`config.mk`:
```
export PLATFORM = sky130hd
export DESIGN_NAME = eecg_div
export DESIGN_NICKNAME = d
export VERILOG_FILES = /design/src/design/eecg_pkg.sv /design/src/design/eecg_div.sv
export SDC_FILE = /design/constraint.sdc
export NUM_CORES = 1
export LEC_CHECK = 0
export ABC_CLOCK_PERIOD_IN_PS = 4000
export BUFFER_PORTS_ARGS = -buffer_cell sky130_fd_sc_hd__buf_2
export CAP_MARGIN = 0
export CORE_MARGIN = 5
export CORE_UTILIZATION = 40
export CTS_CLUSTER_SIZE = 8
export DETAILED_ROUTE_END_ITERATION = 8
export PLACE_DENSITY_LB_ADDON = 0.2
export SLEW_MARGIN = 10
export SYNTH_ARGS = -nofsm -noshare
export SYNTH_HDL_FRONTEND = slang
export SYNTH_SLANG_ARGS = --single-unit
export TNS_END_PERCENT = 30
```
`constraint.sdc`:
```
create_clock -name clk -period 4 [get_ports clk]
set_clock_uncertainty 0.05 [all_clocks]
set_input_delay 1.2 -clock clk [delete_from_list [all_inputs] [get_ports clk]]
set_output_delay 1.2 -clock clk [all_outputs]
set_load 0.02 [all_outputs]
```
`src/design/eecg_pkg.sv`:
```
// shared constants and types for the echo envelope column to gray core
package eecg_pkg;
    localparam int MaxSamples = 4096;
    localparam int SampleBits = 12;
    localparam int MaxPixels  = 64;
    localparam int StoreDepth = MaxSamples / 2 + 1;
    localparam int AddrBits   = $clog2(StoreDepth);
    localparam int CountBits  = $clog2(MaxSamples + 1);
    localparam int HeightBits = 7;
    localparam int IdxBits    = 6;
    localparam int NumBits    = AddrBits + IdxBits + 1;
    localparam int ValBits    = SampleBits + IdxBits + 1;
    localparam int DenBits    = SampleBits + IdxBits;
    localparam int QuoBits    = 9;
    localparam int DivNumBits = ValBits + 10;

    typedef struct packed {
        logic                  start;
        logic [DivNumBits-1:0] num;
        logic [DenBits+1:0]    den;
        logic [4:0]            steps;
    } div_req_t;

    typedef struct packed {
        logic                  done;
        logic [DivNumBits-1:0] quo;
        logic [DenBits+1:0]    rem;
    } div_rsp_t;

    function automatic logic [15:0] gray565(input logic [7:0] s);
        gray565 = {s[7:3], s[7:2], s[7:3]};
    endfunction
endpackage

```
`src/design/eecg_div.sv`:
```
// shared restoring divider, one quotient bit per cycle
module eecg_div
    import eecg_pkg::*;
(
    input  logic     clk,
    input  logic     rst_n,
    input  div_req_t req,
    output div_rsp_t rsp
);
    logic [DivNumBits-1:0] quo_reg, quo_next;
    logic [DenBits+1:0]    rem_reg, rem_next, den_reg;
    logic [4:0]            cnt_reg, cnt_next;
    logic                  busy_reg, busy_next, done_reg, done_next;
    logic [DenBits+2:0]    trial;

    always_comb
    begin
        quo_next  = quo_reg;
        rem_next  = rem_reg;
        cnt_next  = cnt_reg;
        busy_next = busy_reg;
        done_next = 1'b0;
        trial     = {rem_reg, quo_reg[DivNumBits-1]};
        if (req.start)
        begin
            quo_next  = req.num;
            rem_next  = '0;
            cnt_next  = req.steps;
            busy_next = 1'b1;
        end
        else if (busy_reg)
        begin
            quo_next = {quo_reg[DivNumBits-2:0], 1'b0};
            if (trial >= {1'b0, den_reg})
            begin
                rem_next    = (DenBits+2)'(trial - {1'b0, den_reg});
                quo_next[0] = 1'b1;
            end
            else
                rem_next = trial[DenBits+1:0];
            cnt_next = cnt_reg - 5'd1;
            if (cnt_reg == 5'd1)
            begin
                busy_next = 1'b0;
                done_next = 1'b1;
            end
        end
    end

    always_ff @(posedge clk)
    begin
        quo_reg <= quo_next;
        rem_reg <= rem_next;
        cnt_reg <= cnt_next;
        if (req.start)
            den_reg <= req.den;
    end

    always_ff @(posedge clk or negedge rst_n)
    begin
        if (!rst_n)
        begin
            busy_reg <= 1'b0;
            done_reg <= 1'b0;
        end
        else
        begin
            busy_reg <= busy_next;
            done_reg <= done_next;
        end
    end

    assign rsp = '{done: done_reg, quo: quo_reg, rem: rem_reg};

`ifndef NO_ASSERTIONS
    a_done_after_busy: assert property (@(posedge clk) disable iff (!rst_n)
        done_reg |-> $past(busy_reg)) else $error("done without busy");
    a_no_start_busy: assert property (@(posedge clk) disable iff (!rst_n)
        done_reg |-> !busy_reg) else $error("done while busy");
    a_start_busy: assert property (@(posedge clk) disable iff (!rst_n)
        req.start && req.steps != 5'd0 |=> busy_reg) else $error("start lost");
`endif
endmodule

```
# After elaboration in Yosys (flattened, before gate mapping)
# Cells that the tools add are included.
[op_classes] n_addsub=2 mul=0 n_div=0 order_cmp=1 n_eq_ne=1 shift=0 mux=12 n_bitwise=0 reduce_logical=1
[op_table] operator="2-to-1 mux 29 bit" n=2
[op_table] operator="greater-or-equal comparator 21 x 20 -> 1 bit" n=1
[op_table] operator="2-to-1 mux 20 bit" n=1
[op_table] operator="subtractor 20 bit" n=1
[op_table] operator="2-to-1 mux 5 bit" n=2
[op_table] operator="2-to-1 mux 1 bit" n=7
[op_table] operator="== test 5 x 1 -> 1 bit (second input constant)" n=1
[op_table] operator="subtractor 5 x 1 -> 5 bit (second input constant)" n=1
[op_table] operator="nonzero test 2 bit" n=1
[word_totals] register_bits=76 latch_bits=0 ramBits=0 mem_bits_ro=0 inputBits=57 out_inout_bits=50 elab_cells=23 memories=0

# Longest topological paths before layout
# Gate-level depths: netlist (run 1).
[logic_depth] word_depth=4 mapped_depth=11

# Least setup slack after synthesis (run 1)
# OpenSTA, ideal clock, no wires.
[synth_timing] path_type="register to register" start="reg quo_reg[28]" end="reg rem_reg[18]" setup_ps=91 t_arrival_ps=2662 t_required_ps=3859 setup_slack_ps=1197 path_stages_with_launch=12 path_cell_list="edfxtp_1 -> inv_1 -> ha_1 -> inv_1 -> fa_1 -> a21o_1 -> a221oi_1 -> o21bai_1 -> a31oi_1 -> mux2i_1 -> o21ai_1 -> a311oi_1"
[synth_between] elab_chain_len=2 elab_cells_between_ends=3 classes_between="add/sub: 1; order compare: 1; mux: 1"
[synth_lines] item="start: declaration" line="eecg_div.sv:10" source="logic [DivNumBits-1:0] quo_reg, quo_next;"
[synth_lines] item="start signal: assignment" line="eecg_div.sv:52" source="quo_reg <= quo_next;"
[synth_lines] item="subtractor 20 bit / greater-or-equal comparator 21 x 20 -> 1 bit (equally long branches)" line="eecg_div.sv:36, eecg_div.sv:34"
[synth_lines] item="2-to-1 mux 20 bit (*)" line="eecg_div.sv:34" source="if (trial >= {1'b0, den_reg})"
[synth_lines] item="end signal: assignment" line="eecg_div.sv:53" source="rem_reg <= rem_next;"
[synth_lines] item="end: declaration" line="eecg_div.sv:11" source="logic [DenBits+1:0] rem_reg, rem_next, den_reg;"
# Every way passes the cells marked *; elsewhere a longest branch is shown, timed or not.
# A chain may end at the register's enable or synchronous reset.

# Worst setup path in the final report (run 1)
# Same ends and word-level chain as after synthesis.

==> results of run 1 <==
## power breakdown
part	total [mW]	internal, mW	switching [mW]
Clock	0.605	0.304	0.302
Sequential	1.13	1.01	0.115
Combinational	1.41	0.592	0.819
Total	3.14	1.91	1.24
## worst paths after layout
kind / startpoint / end / depth (start not counted)
setup / recovery: quo_reg[28]$_DFFE_PP_ / rem_reg[18]$_SDFFE_PP0P_ / 11
hold / removal: rem_reg[11]$_SDFFE_PP0P_ / rem_reg[11]$_SDFFE_PP0P_ / 2
setup reg to reg: quo_reg[28]$_DFFE_PP_ / rem_reg[18]$_SDFFE_PP0P_ / 11
hold reg to reg: rem_reg[11]$_SDFFE_PP0P_ / rem_reg[11]$_SDFFE_PP0P_ / 2
max in group asynchronous: rst_n / busy_reg$_DFF_PN0_ / 1
min in group asynchronous: rst_n / busy_reg$_DFF_PN0_ / 1
## routing by layer
layer | global-route usage [%] | up-vias | share of wire [%]
li1 | - | 1616 | -
met1 | 19.8 | 1475 | 46
met2 | 24.2 | 68 | 46
met3 | 5.13 | 14 | 6.1
met4 | 5.93 | 0 | 1.8
met5 | 0 | - | 0
## critical path, stage by stage (launching register included)
cell and delay (ns):
edfxtp_1 0.38, inv_1 0.08, ha_1 0.16, inv_1 0.05
fa_1 0.39, a21o_1 0.21, a221oi_1 0.60, o21bai_1 0.24
a31oi_1 0.29, mux2i_1 0.22, o21ai_1 0.09, a311oi_1 0.27
## through the flow
step	cell area, um^2	utilization, %	setup WS (ns)	cells
2_1_floorplan	4240	-	1.20	383
3_3_place_gp	4880	47.3	1.03	611
3_5_place_dp	4880	47.3	0.925	611
4_1_cts	5080	49.3	0.884	627
5_1_grt	5080	49.3	0.640	627
6_report	5080	49.3	0.871	627
## Yosys cell counts (3+ instances only)
cell      number
edfxtp_1      54
nor2_1        34
mux2_2        30
inv_1         26
ha_1          22
dfxtp_1       20
a21oi_1       17
nand2_1       17
mux2i_1       15
a211oi_1      14
clkbuf_1      14
o21ai_0       13
a21o_1         9
nand2b_1       9
nor3_1         9
xnor2_1        9
xor2_1         7
a311oi_1       6
nand3_1        6
nand4_1        4
and3_1         3
nand3b_1       3
## layout make-up
class / count / area, um^2
clock buffer: 10 / 138
tap: 136 / 170
sequential: 76 / 2070
clock inverter: 6 / 63.8
timing repair buffer: 110 / 561
multi-input combinational: 263 / 1980
fill: 973 / 5240
inverter: 26 / 97.6
## kinds of logic after synthesis
logic type               share of synthesized area, %
multiplexers                                     11.8
XOR/XNOR                                         3.30
AND/OR/NAND/NOR                                  10.9
flip-flops                                       48.9
buffers and inverters                            4.37
AO/OA/AOI/OAI                                    13.8
adder cells (fa/ha/maj)                          6.96
==> results.yml, run 1 <==
grt:
  grt_pass1_wl_um: 15700
  gr-usage-all-layers_pct: 15.4
  grt_overflow: 0
  grt_pass1_vias: 3229
  grt_max_degree: 42
  antenna_found_initial: 0
sta:
  final.setup.tns_ns: 0
  setup_viol: 0
  max_freq_mhz: 320
  hold_ws_ns: 0.464
  finalCritPeriodShare_pct: 78.2
  drv_slew: 0
  worst_slew_pin_slew_ns: 0.809
  min_period_ns: 3.13
  rsz0062_at_grt: "no"
  finalHoldViolCount: 0
  slew_headroom_pct: 46.0
critical_path:
  crit_path_end_kind: "register"
  path_max_fanout: 4
  cp.arrival_ns: 3.36
  startpoint_type: "register"
  r2r_slack_ns: 0.87
  required_ns: 4.23
  path_class: "reg2reg"
clocking:
  cts-root-buf: "clkbuf_8"
  ctsHoldBuffers: 0
  clockBufferDepth: 2
  cts_buffers: 9
  post-cts-setup-buffer-count: 0
  cts_tree: "yes"
  htreeDepth: 3
  clkTransAtPathRegs_ns: 0.09
  clkSinkCount: 76
  clk_latency_ns: 0.38
  ctsResizeCount: 0
routing:
  avgViaCountPerCell: 5.06
  firstDrtPassIters: 4
  drt_iter0_drc: 193
  totalWireLength_um: 9430
  avgRoutedWirePerCell_um: 15.0
  vias: 3173
  drc_errors: 0
  drtAntennaViolNets: 0
power:
  ir_worst_vdd_v: 0.000261
  powerDensity_nw_per_um2: 618
  total_power_mw: 3.14
  power.leakage_nw: 2.24
layout:
  largest_reg_flops: 29
  drive_above_1_share_pct: 33.0
  nets: 566
  antenna_cells: 0
  final_common_cell: "buf_2"
  layout_common_cells: "buf_2 (106), edfxtp_1 (54), nor2_1 (34)"
  syn_to_final_growth_pct: 19.9
placement:
  port_buffers: 106
  place.gp.congestion: 0.877
  dp_hpwl_um: 6880
synth:
  syn_area_um2: 4240
  netlist.area_leader.share_pct: 38.2
  yosysTopAreaCell: "edfxtp_1"
  ys_seq_area_share_pct: 48.9
  ys_ff_latch: 76
  synth_area_leaders: "edfxtp_1 (38%), dfxtp_1 (9.4%), mux2_2 (8.0%), ha_1 (6.5%), mux2i_1 (3.5%)"
  yosys.cell_types.count: 52
  async_flop_share_pct: 2.63
  ys_warn_count: 0
  synth_fp_nets: 463
  synth_edf_count: 54
  syn_area_per_cell_um2: 11.1
  synth-main-ff-cell: "edfxtp_1"
  syn_inst: 383
die:
  io-pin-count: 107
  die_w_um: 113
  die_area_um2: 12800
  rows: 37
  start_util_pct: 41.1
  coreArea_um2: 10300
  die_h_um: 113
outcome:
  outcome: "complete, no violations"
hold_path:
  min-delay-path-class: "reg2reg"
job:
  cap_violations: 0
Note: power is estimated with default switching activity, not from simulation.
==> inputs of run 2 (changes only) <==
--- a/config.mk
+++ b/config.mk
@@ -5,7 +5,7 @@
 export SDC_FILE = /design/constraint.sdc
 export NUM_CORES = 1
 export LEC_CHECK = 0
-export ABC_CLOCK_PERIOD_IN_PS = 4000
+export ABC_CLOCK_PERIOD_IN_PS = 3000
 export BUFFER_PORTS_ARGS = -buffer_cell sky130_fd_sc_hd__buf_2
 export CAP_MARGIN = 0
 export CORE_MARGIN = 5
==> constraint.sdc (replaced) <==
create_clock -name clk -period 3 [get_ports clk]
set_clock_uncertainty 0.05 [all_clocks]
set_input_delay 0.9 -clock clk [delete_from_list [all_inputs] [get_ports clk]]
set_output_delay 0.9 -clock clk [all_outputs]
set_load 0.02 [all_outputs]
==> run 2 against run 1 <==
Effect of this change:
- via count up 0.98%
- fmax increased by 12%
- core utilization is 0.061 points higher
- die area stayed put
- sequential power grew 34%
- total power rose by 31%
- non-clock buffer count grew 5
- highest routed layer unchanged
==> results.yml, run 2 (same netlist as run 1, synthesis figures left out) <==
power:
  intPower_mw: 2.48
  power.leakage_nw: 2.24
  p_switching_mw: 1.65
  total_power_mw: 4.12
  p_clk_share_pct: 16.9
  swShare_pct: 39.9
  power_frac_comb_pct: 46.5
  pwr-share-seq_pct: 36.6
  powerDensity_nw_per_um2: 809
  ir_worst_vdd_v: 0.000373
clocking:
  ctsHoldBuffers: 0
  cts_tree: "yes"
  clockBufferDepth: 2
  clk_latency_ns: 0.38
  clkSinkCount: 76
  cts-root-buf: "clkbuf_8"
  htreeDepth: 3
  clkTransAtPathRegs_ns: 0.09
  post-cts-setup-buffer-count: 0
  cts_buffers: 9
  ctsResizeCount: 0
sta:
  finalCritPeriodShare_pct: 93.4
  final.setup.tns_ns: 0
  drv_slew: 0
  rsz0062_at_grt: "no"
  slew_headroom_pct: 46.9
  max_freq_mhz: 357
  min_period_ns: 2.80
  finalHoldViolCount: 0
  hold_ws_ns: 0.246
  worst_slew_pin_slew_ns: 0.796
  setup_viol: 0
routing:
  drc_errors: 0
  route.met3.wl_um: 639
  avgRoutedWirePerCell_um: 14.9
  top_layer: "met4"
  avgViaCountPerCell: 5.07
  wl_met1_um: 4180
  vias: 3204
  totalWireLength_um: 9410
  met2_length_um: 4460
  firstDrtPassIters: 4
  drtAntennaViolNets: 0
  drt_iter0_drc: 149
layout:
  drive_above_1_share_pct: 33.3
  final_common_cell: "buf_2"
  antenna_cells: 0
  syn_to_final_growth_pct: 20.1
  nets: 571
  largest_reg_flops: 29
  layout_common_cells: "buf_2 (106), edfxtp_1 (54), nor2_1 (34)"
hold_path:
  min-delay-path-class: "in2async"
die:
  die_area_um2: 12800
  coreArea_um2: 10300
  die_w_um: 113
  rows: 37
  io-pin-count: 107
  start_util_pct: 41.1
  die_h_um: 113
critical_path:
  crit_path_end_kind: "register"
  worstReg2RegStart: "quo_reg[28]$_DFFE_PP_"
  r2r_slack_ns: 0.20
  cp.arrival_ns: 3.04
  reg2regPathDepth: 12
  startpoint_type: "register"
  required_ns: 3.24
  path_class: "reg2reg"
  path_max_fanout: 4
  r2r_end: "rem_reg[18]$_SDFFE_PP0P_"
grt:
  grt_pass1_wl_um: 15400
  antenna_found_initial: 0
  grt_pass1_vias: 3235
  grt_overflow: 0
  grt_max_degree: 42
  gr-usage-all-layers_pct: 15.2
outcome:
  outcome: "complete, no violations"
placement:
  port_buffers: 106
  place.gp.congestion: 0.806
  dp_hpwl_um: 7010
job:
  cap_violations: 0
==> run 2: cell count changes in the layout (fill, tap and decap cells not counted), sizes merged <==
cell,before,now
buf,110,115
clkinv,3,1
clkinvlp,2,4
bufinv,1,0
clkbuf,10,11
==> run 2: critical path, cell delays in order, from the launching register on <==
cell and delay, ns:
edfxtp_1 0.39, inv_1 0.09, ha_1 0.17, inv_1 0.05, fa_1 0.39, a21o_1 0.21
a221oi_1 0.24, buf_4 0.18, o21bai_1 0.12, a31oi_1 0.29, mux2i_1 0.21, o21ai_1 0.08
a311oi_1 0.25
==> run 2: how the worst max path moves through the flow <==
stage / from / end / slack [ns] / cells after the start
floorplan: quo_reg[28]$_DFFE_PP_ / rem_reg[18]$_SDFFE_PP0P_ / 0.20 / 11
global placement: quo_reg[28]$_DFFE_PP_ / rem_reg[18]$_SDFFE_PP0P_ / 0.28 / 12
detailed placement: quo_reg[28]$_DFFE_PP_ / rem_reg[18]$_SDFFE_PP0P_ / 0.23 / 12
CTS: quo_reg[28]$_DFFE_PP_ / rem_reg[18]$_SDFFE_PP0P_ / 0.20 / 12
global route: quo_reg[28]$_DFFE_PP_ / rem_reg[18]$_SDFFE_PP0P_ / 0.05 / 12
finish: quo_reg[28]$_DFFE_PP_ / rem_reg[18]$_SDFFE_PP0P_ / 0.20 / 12
==> run 2: area by class of cell <==
class	count	area [um^2]
multi-input combinational	263	1980
clock buffer	11	131
sequential	76	2070
fill	989	5230
clock inverter	5	38.8
timing repair buffer	115	598
inverter	26	97.6
tap	136	170
==> run 2: per-stage QoR <==
stage	cells	utilization [%]	cell area [um^2]	setup slack, ns
after floorplan	383	-	4240	0.197
after global routing	632	49.3	5090	0.0471
after CTS	632	49.3	5090	0.199
final	632	49.3	5090	0.197
after global placement	616	47.7	4920	0.276
after detailed placement	616	47.7	4920	0.233
==> run 2: routing by layer <==
metal	global-route usage [%]	vias up
met3	6.04	11
met2	24.4	75
met1	19.0	1490
met4	4.49	0
met5	0	-
li1	-	1628
==> run 2: power groups by stage <==
stage | registers [mW] | clock network (mW) | logic [mW]
2_1_floorplan | 1.71 | 0 | 1.25
3_3_place_gp | 1.52 | 0 | 1.92
3_5_place_dp | 1.53 | 0 | 1.92
4_1_cts | 1.51 | 0.736 | 1.94
5_1_grt | 1.55 | 0.778 | 2.12
6_report | 1.51 | 0.697 | 1.92
==> inputs of run 3 (changes only) <==
--- a/config.mk
+++ b/config.mk
@@ -9,7 +9,7 @@
 export BUFFER_PORTS_ARGS = -buffer_cell sky130_fd_sc_hd__buf_2
 export CAP_MARGIN = 0
 export CORE_MARGIN = 5
-export CORE_UTILIZATION = 40
+export CORE_UTILIZATION = 44
 export CTS_CLUSTER_SIZE = 8
 export DETAILED_ROUTE_END_ITERATION = 8
 export PLACE_DENSITY_LB_ADDON = 0.2
==> run 3 against run 2 <==
Effect of this change:
- sequential share of layout area about the same
- largest cell class unchanged
- global-route usage increased by 1.1 points
- worst hold slack improved by 0.031 ns
- via count increased by 1.1%
- cell count decreased by 1.3%
- fmax decreased by 2.2%
- cell area increased by 0.12%
- register-to-register slack got worse by 0.06 ns
==> results.yml, run 3 (same netlist as run 1, synthesis figures left out) <==
outcome:
  outcome: "complete, no violations"
sta:
  finalCritPeriodShare_pct: 95.6
  slew_headroom_pct: 46.4
  setup_ws_ns: 0.133
  worst_slew_pin_slew_ns: 0.804
  finalHoldViolCount: 0
  setup_viol: 0
  rsz0062_at_grt: "no"
  max_freq_mhz: 349
  final.setup.tns_ns: 0
  min_period_ns: 2.87
  drv_slew: 0
layout:
  final_common_cell: "buf_2"
  antenna_cells: 0
  largest_reg_flops: 29
  num-fill-cells: 849
  syn_to_final_growth_pct: 20.2
  drive_above_1_share_pct: 33.3
  nets: 570
  layout_common_cells: "buf_2 (106), edfxtp_1 (54), nor2_1 (34)"
  fin_area_um2: 5100
critical_path:
  path_class: "reg2reg"
  r2r_end: "rem_reg[18]$_SDFFE_PP0P_"
  cpMaxStageDelayCell: "fa_1"
  r2r_slack_ns: 0.13
  timing.critical_path.buf_inv: 3
  slowest_delay_ns: 0.39
  crit_family: "compound AO/OA/AOI/OAI gates"
  path_max_fanout: 4
  required_ns: 3.21
  cp_common_cell: "inv_1"
  worstReg2RegStart: "quo_reg[28]$_DFFE_PP_"
  path_cells: "inv_1 > ha_1 > inv_1 > fa_1 > a21o_1 > a221oi_1 > buf_4 > o21bai_1 > a31oi_1 > mux2i_1 > o21ai_1 > a311oi_1"
  crit_path_end_kind: "register"
  startpoint_type: "register"
  cp.arrival_ns: 3.08
  reg2regPathDepth: 12
routing:
  totalWireLength_um: 9330
  drc_errors: 0
  avgViaCountPerCell: 5.19
  drtAntennaViolNets: 0
  firstDrtPassIters: 4
  drt_iter0_drc: 130
  avgRoutedWirePerCell_um: 15.0
  vias: 3238
placement:
  dp_hpwl_um: 6920
  place_ws_ns: 0.168
  port_buffers: 106
  placed_area_um2: 4900
  place.gp.congestion: 0.811
clocking:
  clockBufferDepth: 2
  ctsResizeCount: 0
  post-cts-setup-buffer-count: 0
  cts_tree: "yes"
  ctsHoldBuffers: 0
  clkSinkCount: 76
  clk_latency_ns: 0.35
  cts_buffers: 9
  cts-root-buf: "clkbuf_8"
  clkTransAtPathRegs_ns: 0.08
  htreeDepth: 3
grt:
  gr-usage-all-layers_pct: 16.3
  grt_overflow: 0
  antenna_found_initial: 0
  grt_max_degree: 45
  grt_pass1_vias: 3207
  grt_pass1_wl_um: 15200
die:
  start_util_pct: 45.5
  coreArea_um2: 9330
  rows: 35
  die_h_um: 108
  die_w_um: 108
  io-pin-count: 107
  die_area_um2: 11700
power:
  power.leakage_nw: 2.26
  intPower_mw: 2.56
  power_frac_comb_pct: 45.7
  ir_worst_vdd_v: 0.000426
  powerDensity_nw_per_um2: 825
  p_switching_mw: 1.65
  swShare_pct: 39.2
  p_clk_share_pct: 18.6
  pwr-share-seq_pct: 35.8
hold_path:
  min-delay-path-class: "in2async"
job:
  cap_violations: 0
run 3: layer usage:
metal | track usage [%] | wire [um] | vias up
met1 | 21.4 | 4320 | 1522
met3 | 3.40 | 526 | 11
li1 | - | - | 1630
met5 | 0 | 0 | -
met4 | 6.76 | 120 | 0
met2 | 26.2 | 4360 | 75
run 3: area by class of cell:
cell class	instances	area (um^2)	share of cell area (%)
Sequential cell	76	2070	40.6
Inverter	26	97.6	1.91
Tap cell	129	161	3.17
Multi-Input combinational cell	263	1980	38.9
Clock buffer	10	128	2.50
Clock inverter	6	65.1	1.28
Timing Repair Buffer	114	591	11.6
run 3: power groups by stage:
stage	combinational (mW)	sequential (mW)	clock, mW
floorplan	1.25	1.71	0
global placement	1.90	1.52	0
detailed placement	1.92	1.53	0
CTS	1.93	1.51	0.805
global route	2.13	1.54	0.847
finish	1.92	1.50	0.781
run 3: metrics by stage:
| step | power (mW) | hold slack (ns) | util (%) | std cells |
|---|---|---|---|---|
| after floorplan | 2.96 | 0.483 | - | 383 |
| after global placement | 3.42 | 0.454 | 52.6 | 608 |
| after detailed placement | 3.45 | 0.462 | 52.6 | 608 |
| after CTS | 4.24 | 0.262 | 54.6 | 624 |
| after global routing | 4.52 | 0.260 | 54.6 | 624 |
| final | 4.21 | 0.278 | 54.6 | 624 |
run 3: worst max-delay path by stage:
stage                                           to  depth (start not counted)  slack (ns)                   from
after global placement    rem_reg[18]$_SDFFE_PP0P_                         12        0.18  quo_reg[28]$_DFFE_PP_
after CTS                 rem_reg[18]$_SDFFE_PP0P_                         12        0.14  quo_reg[28]$_DFFE_PP_
after floorplan           rem_reg[18]$_SDFFE_PP0P_                         11        0.20  quo_reg[28]$_DFFE_PP_
after detailed placement  rem_reg[18]$_SDFFE_PP0P_                         12        0.17  quo_reg[28]$_DFFE_PP_
final                     rem_reg[18]$_SDFFE_PP0P_                         12        0.13  quo_reg[28]$_DFFE_PP_
after global routing      rem_reg[18]$_SDFFE_PP0P_                         12        0.01  quo_reg[28]$_DFFE_PP_
